[config.mk]
export PLATFORM = sky130hd
export DESIGN_NAME = tty_cooked_line_discipline
export DESIGN_NICKNAME = d
export VERILOG_FILES = /design/src/design/tcld_pkg.sv /design/src/design/tty_cooked_line_discipline.sv
export SDC_FILE = /design/constraint.sdc
export NUM_CORES = 1
export LEC_CHECK = 0
export BUFFER_PORTS_ARGS = -buffer_cell sky130_fd_sc_hd__clkbuf_2
export CORE_UTILIZATION = 58
export DETAILED_ROUTE_END_ITERATION = 8
export PLACE_DENSITY = 0.87
export SYNTH_ARGS = -nofsm -noshare
export SYNTH_HDL_FRONTEND = slang
export SYNTH_SLANG_ARGS = --single-unit
export TNS_END_PERCENT = 30
[constraint.sdc]
create_clock -name i_clk -period 2.6 [get_ports i_clk]
set_input_delay 0.52 -clock i_clk [delete_from_list [all_inputs] [get_ports i_clk]]
set_output_delay 0.52 -clock i_clk [all_outputs]
set_load 0.05 [all_outputs]
[src/design/tcld_pkg.sv]
// ----------------------------------------------------------------------------
// tcld_pkg
// Shared types, character codes and helpers for the cooked line discipline.
// ----------------------------------------------------------------------------
`default_nettype none

package tcld_pkg;

    // column counter width (wraps at 2**COLUMN_BITS)
    localparam int COLUMN_BITS = 8;

    // widest expansion: form feed, 25 line feeds
    localparam int FF_LINES = 25;
    localparam int CNT_BITS = $clog2(FF_LINES + 1);

    // input selector / result kind
    localparam logic ACT_HOST  = 1'b0;
    localparam logic ACT_LINE  = 1'b1;
    localparam logic KIND_TX   = 1'b0;
    localparam logic KIND_DLV  = 1'b1;

    // configuration register indexes
    localparam logic CFG_RAW_MODE    = 1'b0;
    localparam logic CFG_WRAP_COLUMN = 1'b1;

    localparam logic [7:0] WRAP_COLUMN_RST = 8'd79;

    // character codes
    localparam logic [7:0] CH_NUL   = 8'h00;
    localparam logic [7:0] CH_EOT   = 8'h04;
    localparam logic [7:0] CH_BS    = 8'h08;
    localparam logic [7:0] CH_TAB   = 8'h09;
    localparam logic [7:0] CH_LF    = 8'h0A;
    localparam logic [7:0] CH_FF    = 8'h0C;
    localparam logic [7:0] CH_CR    = 8'h0D;
    localparam logic [7:0] CH_CTRLO = 8'h0F;
    localparam logic [7:0] CH_XON   = 8'h11;
    localparam logic [7:0] CH_XOFF  = 8'h13;
    localparam logic [7:0] CH_SPACE = 8'h20;

    // shape of a transmit burst
    typedef enum logic [1:0] {
        SEQ_PLAIN,   // one byte repeated
        SEQ_BS,      // BS space BS
        SEQ_CRLF     // CR LF
    } t_seq;

    // byte of a burst, picked by the count of bytes still to go
    function automatic logic [7:0] seq_byte(input t_seq s, input logic [CNT_BITS-1:0] n,
                                            input logic [7:0] b);
        logic [7:0] r;
        case (s)
            SEQ_BS:   r = (n == CNT_BITS'(2)) ? CH_SPACE : CH_BS;
            SEQ_CRLF: r = (n == CNT_BITS'(2)) ? CH_CR : CH_LF;
            default:  r = b;
        endcase
        return r;
    endfunction

endpackage

`default_nettype wire

[src/design/tty_cooked_line_discipline.sv]
// ----------------------------------------------------------------------------
// tty_cooked_line_discipline
// Console line discipline: cooks host writes, runs XON/XOFF and mute on
// received bytes, echoes and delivers received bytes.
// ----------------------------------------------------------------------------
//
//  channel   direction  handshake              payload
//  s         in         i_s_tvalid/o_s_tready  tuser: action, tdata: data
//  m         out        o_m_tvalid/i_m_tready  tuser: kind, tdata: byte/hold/muted,
//                                              tlast: last
//  cfg       in         i_cfg_valid/o_cfg_ready index 0 raw_mode, 1 wrap_column
//
//  An input beat is decoded in the cycle it is accepted: flags and column are
//  updated at that edge and the burst it causes is loaded into a job register.
//  The job register feeds one result beat per cycle into the output register
//  while the output is not stalled; the next input beat is taken in the cycle
//  the last result of the current job moves to the output register. Items with
//  no result leave the job register empty, so the input stays ready.
//  Reset (synchronous, active low) clears flags, column, job and output valid
//  and loads the configuration reset values. A stalled output holds its beat
//  and the job register waits behind it.
// ----------------------------------------------------------------------------
`default_nettype none

module tty_cooked_line_discipline (
    input  wire logic       i_clk,
    input  wire logic       i_rst_n,
    // input stream
    input  wire logic       i_s_tvalid,
    output logic            o_s_tready,
    input  wire logic [7:0] i_s_tdata,   // [7:0] data
    input  wire logic       i_s_tuser,   // [0] action
    // result stream
    output logic            o_m_tvalid,
    input  wire logic       i_m_tready,
    output logic [15:0]     o_m_tdata,   // [7:0] byte_out, [8] hold, [9] muted, rest 0
    output logic            o_m_tuser,   // [0] kind
    output logic            o_m_tlast,   // last
    // configuration writes
    input  wire logic       i_cfg_valid,
    output logic            o_cfg_ready,
    input  wire logic       i_cfg_index,
    input  wire logic [7:0] i_cfg_data
);

    localparam int CB = tcld_pkg::COLUMN_BITS;
    localparam int NB = tcld_pkg::CNT_BITS;

    // configuration
    logic                 r_raw;
    logic [7:0]           r_wrap;

    // line state
    logic                 r_hold;
    logic                 r_mute;
    logic [CB-1:0]        r_col;

    // job register: pending burst of transmit bytes, then an optional delivery
    logic [NB-1:0]        r_txn;
    tcld_pkg::t_seq       r_seq;
    logic [7:0]           r_txb;
    logic                 r_dlv;
    logic [7:0]           r_dlv_byte;
    logic                 r_res_hold;
    logic                 r_res_mute;

    // output register
    logic                 r_out_valid;
    logic                 r_out_kind;
    logic [7:0]           r_out_byte;
    logic                 r_out_hold;
    logic                 r_out_mute;
    logic                 r_out_last;

    // decode of the incoming beat
    logic                 s_acc;
    logic [7:0]           ch;
    logic                 n_hold;
    logic                 n_mute;
    logic [CB-1:0]        n_col;
    tcld_pkg::t_seq       p_seq;
    logic [NB-1:0]        p_n;
    logic [7:0]           p_txb;
    logic                 p_dlv;
    logic                 do_cook;

    // emission
    logic                 job_valid;
    logic                 job_last;
    logic                 emit_go;

    assign o_cfg_ready = 1'b1;
    assign s_acc       = i_s_tvalid && o_s_tready;

    // received bytes lose bit 7 unless raw
    assign ch = (i_s_tuser == tcld_pkg::ACT_LINE && !r_raw) ? {1'b0, i_s_tdata[6:0]}
                                                           : i_s_tdata;

    always_comb begin
        n_hold  = r_hold;
        n_mute  = r_mute;
        n_col   = r_col;
        p_seq   = tcld_pkg::SEQ_PLAIN;
        p_n     = '0;
        p_txb   = ch;
        p_dlv   = 1'b0;
        do_cook = 1'b0;

        if (i_s_tuser == tcld_pkg::ACT_HOST) begin
            if (r_raw) begin
                p_n   = NB'(1);
                p_txb = i_s_tdata;
            end else begin
                do_cook = 1'b1;
            end
        end else if (r_hold) begin
            // held: only XON gets through
            if (i_s_tdata == tcld_pkg::CH_XON) begin
                n_hold = 1'b0;
            end
        end else if (i_s_tdata == tcld_pkg::CH_XOFF) begin
            n_hold = 1'b1;
        end else if (i_s_tdata == tcld_pkg::CH_XON) begin
            n_hold = 1'b0;
        end else if (i_s_tdata == tcld_pkg::CH_CTRLO) begin
            n_mute = !r_mute;
        end else if (i_s_tdata != tcld_pkg::CH_NUL) begin
            if (ch == tcld_pkg::CH_CTRLO) begin
                n_mute = !r_mute;
            end else if (ch != tcld_pkg::CH_NUL) begin
                do_cook = 1'b1;
                p_dlv   = 1'b1;
            end
        end

        if (do_cook) begin
            case (ch)
                tcld_pkg::CH_NUL, tcld_pkg::CH_EOT: begin
                end
                tcld_pkg::CH_BS: begin
                    p_seq = tcld_pkg::SEQ_BS;
                    p_n   = NB'(3);
                    n_col = (r_col == '0) ? CB'(r_wrap) : r_col - CB'(1);
                end
                tcld_pkg::CH_TAB: begin
                    p_txb = tcld_pkg::CH_SPACE;
                    p_n   = NB'(3'd4 - {1'b0, r_col[1:0]});
                    n_col = {r_col[CB-1:2] + (CB-2)'(1), 2'b00};
                end
                tcld_pkg::CH_FF: begin
                    p_txb = tcld_pkg::CH_LF;
                    p_n   = NB'(tcld_pkg::FF_LINES);
                end
                tcld_pkg::CH_CR: begin
                    p_n   = NB'(1);
                    n_col = '0;
                end
                tcld_pkg::CH_LF: begin
                    p_seq = tcld_pkg::SEQ_CRLF;
                    p_n   = NB'(2);
                    n_col = '0;
                end
                tcld_pkg::CH_CTRLO: begin
                    n_mute = 1'b0;
                end
                default: begin
                    p_n   = NB'(1);
                    n_col = r_col + CB'(1);
                end
            endcase
        end

        // muted: the column moves but nothing is sent
        if (r_mute) begin
            p_n = '0;
        end
    end

    // job drains one beat per cycle into the output register while the output is not stalled
    assign job_valid  = (r_txn != '0) || r_dlv;
    assign job_last   = ((r_txn == NB'(1)) && !r_dlv) || ((r_txn == '0) && r_dlv);
    assign emit_go    = job_valid && (!r_out_valid || i_m_tready);
    assign o_s_tready = !job_valid || (emit_go && job_last);

    always_ff @(posedge i_clk) begin
        if (!i_rst_n) begin
            r_raw  <= 1'b0;
            r_wrap <= tcld_pkg::WRAP_COLUMN_RST;
        end else if (i_cfg_valid && o_cfg_ready) begin
            case (i_cfg_index)
                tcld_pkg::CFG_RAW_MODE:    r_raw  <= i_cfg_data[0];
                tcld_pkg::CFG_WRAP_COLUMN: r_wrap <= i_cfg_data;
                default: begin
                end
            endcase
        end
    end

    always_ff @(posedge i_clk) begin
        if (!i_rst_n) begin
            r_hold <= 1'b0;
            r_mute <= 1'b0;
            r_col  <= '0;
            r_txn  <= '0;
            r_dlv  <= 1'b0;
            r_seq  <= tcld_pkg::SEQ_PLAIN;
        end else if (s_acc) begin
            r_hold     <= n_hold;
            r_mute     <= n_mute;
            r_col      <= n_col;
            r_txn      <= p_n;
            r_seq      <= p_seq;
            r_dlv      <= p_dlv;
        end else if (emit_go) begin
            if (r_txn != '0) begin
                r_txn <= r_txn - NB'(1);
            end else begin
                r_dlv <= 1'b0;
            end
        end
    end

    // job payload
    always_ff @(posedge i_clk) begin
        if (s_acc) begin
            r_txb      <= p_txb;
            r_dlv_byte <= ch;
            r_res_hold <= n_hold;
            r_res_mute <= n_mute;
        end
    end

    always_ff @(posedge i_clk) begin
        if (!i_rst_n) begin
            r_out_valid <= 1'b0;
        end else if (emit_go) begin
            r_out_valid <= 1'b1;
        end else if (i_m_tready) begin
            r_out_valid <= 1'b0;
        end
    end

    always_ff @(posedge i_clk) begin
        if (emit_go) begin
            r_out_kind <= (r_txn != '0) ? tcld_pkg::KIND_TX : tcld_pkg::KIND_DLV;
            r_out_byte <= (r_txn != '0) ? tcld_pkg::seq_byte(r_seq, r_txn, r_txb)
                                        : r_dlv_byte;
            r_out_hold <= r_res_hold;
            r_out_mute <= r_res_mute;
            r_out_last <= job_last;
        end
    end

    assign o_m_tvalid = r_out_valid;
    assign o_m_tuser  = r_out_kind;
    assign o_m_tdata  = {6'b0, r_out_mute, r_out_hold, r_out_byte};
    assign o_m_tlast  = r_out_last;

    // ------------------------------------------------------------------------
    // checks
    // ------------------------------------------------------------------------

    // input stays blocked while the job has more than its final beat to send
    a_busy_blocks: assert property (@(posedge i_clk) disable iff (!i_rst_n)
        ((r_txn > NB'(1)) || ((r_txn != '0) && r_dlv)) |-> !o_s_tready)
        else $error("input accepted with a burst still in flight");

    // an empty job never blocks the input
    a_idle_ready: assert property (@(posedge i_clk) disable iff (!i_rst_n)
        !job_valid |-> o_s_tready)
        else $error("input blocked with no job pending");

    // a delivery is always the final beat of its item
    a_dlv_last: assert property (@(posedge i_clk) disable iff (!i_rst_n)
        (o_m_tvalid && (o_m_tuser == tcld_pkg::KIND_DLV)) |-> o_m_tlast)
        else $error("delivery beat without last");

    // bytes received while held are dropped without a result
    a_held_drop: assert property (@(posedge i_clk) disable iff (!i_rst_n)
        (s_acc && (i_s_tuser == tcld_pkg::ACT_LINE) && r_hold) |=> !job_valid)
        else $error("held receive produced a result");

    // burst never exceeds the form feed expansion
    a_cnt_bound: assert property (@(posedge i_clk) disable iff (!i_rst_n)
        r_txn <= NB'(tcld_pkg::FF_LINES))
        else $error("burst count out of range");

endmodule

`default_nettype wire
== Word level (Yosys, flattened, before mapping) ==
Cells that the tools add are included.
Storage, ports and cells
  bits in registers: 58
  input bits: 23
  output and inout port bits: 21
  logic and storage cells: 122
Operators by class
  $add $sub $neg: 5
  equality and inequality tests: 15
  mux-type cells: 50
  bitwise logic cells: 2
  reductions and logical operators: 32
Operators with widths (number)
  equality test 8 x 4 -> 1 bit (second input constant): 7
  two-way mux 8 bit: 6
  case mux 8 bit (2 select lines): 2
  case mux 8 bit (4 select lines): 1
  two-way mux 1 bit: 31
  two-way mux 5 bit: 5
  case mux 5 bit (5 select lines): 1
  equality test 8 x 5 -> 1 bit (second input constant): 2
  zero test 8 bit: 2
  nonzero test 8 bit: 2
  adder 8 x 1 -> 8 bit (second input constant): 1
  equality test 8 x 3 -> 1 bit (second input constant): 1
  AND reduction 2 bit: 4
  subtractor 8 x 1 -> 8 bit (second input constant): 1
  adder 6 x 1 -> 6 bit (second input constant): 1
  logical AND 1 bit: 6
  two-way mux 6 bit: 1
  nonzero test 2 bit: 3
  equality test 5 x 1 -> 1 bit (second input constant): 1
  equality test 5 x 2 -> 1 bit (second input constant): 1
  zero test 1 bit: 5
  zero test 5 bit: 1
  nonzero test 5 bit: 1
  subtractor 5 x 1 -> 5 bit (second input constant): 1
  other kinds (13): 17

== Depth between registers and ports, before layout ==
  word-level depth: 15
  gate-level depth with buffers: 10
  mapped depth without buffers: 9

== Worst setup path before layout ==
No wires, ideal clock.
  path kind: register to register
  start: register r_txn[0]
  end: register r_col[1]
  arrival time: 2.735 ns
  required time: 2.484 ns
  slack: -0.251 ns
  stages on the path, launching flop included: 11
  path through: dfxtp_1 -> inv_1 -> ha_1 -> nand2b_1 -> a221oi_2 -> nand2_1 -> clkinv_1 -> and3_4 -> buf_6 -> o221ai_1 -> o211a_1
On the way
  longest elaborated chain between the ends: 7
  elaborated cells between the ends (all ways): 13
  those cells by class: eq/ne (1); reduce/logical (12)
RTL lines
  start, declared: line tty_cooked_line_discipline.sv:59  | logic [NB-1:0] r_txn;
  start signal, assigned: line tty_cooked_line_discipline.sv:211  | r_txn <= p_n;
  start signal, assigned: line tty_cooked_line_discipline.sv:216  | r_txn <= r_txn - NB'(1);
  equality test 5 x 1 -> 1 bit, or another cell as far along: line tty_cooked_line_discipline.sv:181  | assign job_last = ((r_txn == NB'(1)) && !r_dlv) || ((r_txn == '0) && r_dlv);
  logical AND 1 bit / logical OR 1 bit (equally long branches): line tty_cooked_line_discipline.sv:181, tty_cooked_line_discipline.sv:180
  logical OR 1 bit / logical AND 1 bit (equally long branches): line tty_cooked_line_discipline.sv:181, tty_cooked_line_discipline.sv:182
  logical AND 1 bit: line tty_cooked_line_discipline.sv:183  | assign o_s_tready = !job_valid || (emit_go && job_last);
  logical OR 1 bit *: line tty_cooked_line_discipline.sv:183
  via o_s_tready: line tty_cooked_line_discipline.sv:30  | output logic o_s_tready,
  logical AND 1 bit *: line tty_cooked_line_discipline.sv:93  | assign s_acc = i_s_tvalid && o_s_tready;
  via s_acc: line tty_cooked_line_discipline.sv:76  | logic s_acc;
  AND reduction 3 bit (no source line) *
  end signal, assigned: line tty_cooked_line_discipline.sv:210  | r_col <= n_col;
  end, declared: line tty_cooked_line_discipline.sv:56  | logic [CB-1:0] r_col;
Mark *: on every way through the listed nets, which the timed path passes. The rest lies on a longest branch.
A chain may end at the register's enable or synchronous reset.

== Final worst setup path ==
  start: register r_txn[0]
  end: output o_s_tready
On the way
  longest elaborated chain between the ends: 5
  elaborated cells between the ends (all ways): 11
  those cells by class: eq/ne (1); reduce/logical (10)
RTL lines (line)
  equality test 5 x 1 -> 1 bit, or another cell as far along: tty_cooked_line_discipline.sv:181
  logical AND 1 bit / logical OR 1 bit (equally long branches): tty_cooked_line_discipline.sv:181, tty_cooked_line_discipline.sv:180
  logical OR 1 bit / logical AND 1 bit (equally long branches): tty_cooked_line_discipline.sv:181, tty_cooked_line_discipline.sv:182
  logical AND 1 bit: tty_cooked_line_discipline.sv:183
  logical OR 1 bit *: tty_cooked_line_discipline.sv:183
  end, declared: tty_cooked_line_discipline.sv:30
Every way passes the cells marked *; elsewhere a longest branch is shown, timed or not.

==> impl_metrics.ini <==
[sta]
min_period_over_period_pct = 92.2
finalSetupTns_ns = 0
slew_headroom_pct = 28.6
period_minus_slack_ns = 2.40
hold_viol = 0
clock.fmax_mhz = 417
maxSlewViolCount = 0
setup_viol = 0
rsz0062_at_grt = false
whs_ns = 0.387
fin_skew_ns = 0.00843
tightest_slew_ns = 1.07

[floorplan]
row_count = 27
ios = 44
die_h_um = 77.9
coreArea_um2 = 5540
die_area_um2 = 6070
die_w_um = 77.9
start_util_pct = 60.3

[global_routing]
track_usage_pct = 27.2
grt_pass1_wl_mm = 12.7
gr-total-overflow = 0
antenna_found_initial = 0
grt_pass1_vias = 2767
grt_max_degree = 32

[layout]
syn_to_final_growth_pct = 12.4
drive_above_1_share_pct = 17.9
multi_input_area_um2 = 1680
diodes = 0
nets = 441
fillers = 435
regArea_um2 = 1460

[synthesis]
syn_inst = 374
synth-edff-count = 30
ys_async_sr_fraction_pct = 0
synth_sequential_area_ratio_pct = 43.7
syn_avg_cell_area_um2 = 8.94
ys_warn_count = 0
synth_ff_type = edfxtp_1
syn_area_um2 = 3340
yosysUniqueCellTypes = 64
ys_seq_elements = 58

[critical_path]
crit_required_ns = 2.08
path_cells = inv_1 -> ha_1 -> nand2b_1 -> a221oi_4 -> clkbuf_2
ff2ff_path_depth = 8
worstPathArrival_ns = 1.88
worstReg2RegStart = r_txn[0]
critPathLaunch = r_txn[0]
crit_path_start_kind = register
worstSetupPathType = reg2out
cpPeakStageDelay_ns = 0.33
reg2reg_setup_slack_ns = 0.27
cp_slowest_cell = dfxtp_1
cp_max_fo = 5
cp-end-kind = output port

[drt]
route.detailed.drc = 0
viasPerCell = 6.17
drt-total-wl_mm = 7.90
wl_per_cell_um = 16.3
dr.first_iter.drc_count = 281
ant_nets = 0
vias = 3000
drt_first_pass_iters = 7

[power]
ir_drop_mv = 0.864
finalPower_mw = 3.86
power_density_nw_per_um2 = 1030
leakagePower_nw = 1.47

[clock_network]
cts_buffer_depth = 2
cts_setup_buffers = 0
cts_tree = done
cts_buffers = 9
htreeDepth = 3
cts-root-buf = clkbuf_8
path_clk_slew_ns = 0.06
clock_sink_count = 58
clk_latency_ns = 0.34

[run]
drv_cap = 0

[worst_hold_path]
hold_depth = 3
min_from = i_cfg_data[2]
hp-class = in2reg

[place]
place.gp.congestion = 0.946
hpwl_mm = 5.65
portBuffers = 36

[outcome]
status = finished, final reports clean
[final cells by class]
class,instances,area share [%]
sequential,58,38.9
clock inverter,5,0.566
multi-input combinational,269,44.8
clock buffer,11,3.50
timing repair buffer,51,7.79
tap,72,2.40
inverter,20,2.03
[state kept, by name (all words and copies together) (netlist names), 2 cells and up]
signal	cells
r_txn	5
r_out_byte	8
r_txb	8
r_dlv_byte	8
r_seq	2
r_col	8
r_wrap	8
[repair_timing]
action                                  CTS  global route
hold buffers                              0             0
gates resized for setup                   0             1
endpoints found under the setup margin    0             1
[where the power goes]
part	total (mW)	switching (mW)	internal, mW
clock network	0.673	0.341	0.332
registers	1.46	0.136	1.32
logic	1.72	1.23	0.496
total	3.86	1.71	2.15
[path summary, 6_finish.rpt]
| kind | to |
|---|---|
| min | r_wrap[2] |
| min reg2reg | r_out_hold |
| max reg2reg | r_txn[1] |
| max | o_s_tready |
[worst max-delay path, delay by kind of cell, from the launching register on]
family | cells | cell delay [ns]
DFF | 1 | 0.33
and+or+nand+nor | 1 | 0.13
buffers and inverters | 2 | 0.48
AOI/OAI and AO/OA | 1 | 0.29
adders and majority gates | 1 | 0.31
[routing by layer]
layer / track usage, % / vias up / wire, um
met4: 13.0 / 0 / 274
met3: 6.24 / 39 / 512
met1: 30.8 / 1381 / 3190
met2: 48.1 / 150 / 3930
li1: - / 1430 / -
met5: 0 / - / 0
[cells in the final DEF, fill, tap and decap left out, types with 3 or more instances in the layout]
cell type | netlist | final
nand3_1 | 14 | 14
nor3_1 | 10 | 10
edfxtp_1 | 30 | 30
o31ai_1 | 7 | 7
o21ai_0 | 27 | 27
clkinv_1 | 1 | 3
o21a_1 | 3 | 3
nor2_1 | 21 | 21
ha_1 | 9 | 9
dfxtp_1 | 28 | 28
clkbuf_2 | 0 | 36
o211ai_1 | 4 | 4
mux2i_1 | 3 | 3
nor2b_1 | 11 | 11
a21boi_0 | 4 | 4
nor4b_1 | 4 | 3
buf_4 | 10 | 15
nor3b_1 | 6 | 6
conb_1 | 2 | 7
a21oi_1 | 26 | 26
or3_1 | 4 | 4
inv_1 | 19 | 19
nand2_1 | 45 | 45
nand4_1 | 5 | 5
o221ai_1 | 4 | 4
clkinv_2 | 0 | 3
a31oi_1 | 4 | 4
clkbuf_8 | 0 | 9
nand2b_1 | 5 | 5
xor2_1 | 3 | 3
o211a_1 | 3 | 3
[synth_stat cells (all sizes together), types with 3 or more instances]
| cell | count | area share [%] |
|---|---|---|
| xor2 | 3 | 0.79 |
| ha | 9 | 3.4 |
| nor3 | 10 | 1.5 |
| mux2i | 3 | 0.90 |
| a21oi | 26 | 3.9 |
| buf | 13 | 2.9 |
| nor4b | 4 | 1.0 |
| nand4 | 5 | 0.94 |
| nor3b | 6 | 1.3 |
| edfxtp | 30 | 27 |
| o21a | 3 | 0.67 |
| a31oi | 4 | 0.75 |
| a21boi | 5 | 1.1 |
| inv | 19 | 2.1 |
| nand2 | 45 | 5.1 |
| o211ai | 4 | 0.90 |
| o221ai | 4 | 1.0 |
| nor2 | 21 | 2.4 |
| dfxtp | 28 | 17 |
| o311ai | 3 | 1.0 |
| nand3 | 14 | 2.1 |
| or3 | 4 | 0.75 |
| o21ai | 28 | 4.2 |
| nand2b | 5 | 0.94 |
| o31ai | 7 | 1.6 |
| nor2b | 11 | 2.1 |
| clkbuf | 19 | 2.1 |
| o211a | 3 | 0.90 |
[kinds of logic (layout without fill, tap and decap cells)]
family	count (synthesis)	count (layout)	synth area share, %
buffers and inverters	52	87	7.26
and+or+nand+nor	136	136	20.7
xor gates and xnor gates	5	5	1.31
muxes	3	3	0.899
DFF	58	58	43.7
adders and majority gates	9	9	3.37
AOI/OAI and AO/OA	109	109	22.5
other	2	7	0.225
[through the flow]
stage / utilization [%] / setup WS (ns) / instance area, um^2 / std cells
detailed placement: 64.9 / 0.168 / 3590 / 470
floorplan: - / 0.0758 / 3370 / 379
finish: 67.8 / 0.203 / 3760 / 486
global placement: 64.9 / 0.197 / 3590 / 470
CTS: 67.6 / 0.265 / 3750 / 486
global route: 67.8 / 0.0889 / 3760 / 486
(Power assumes the default switching activity.)
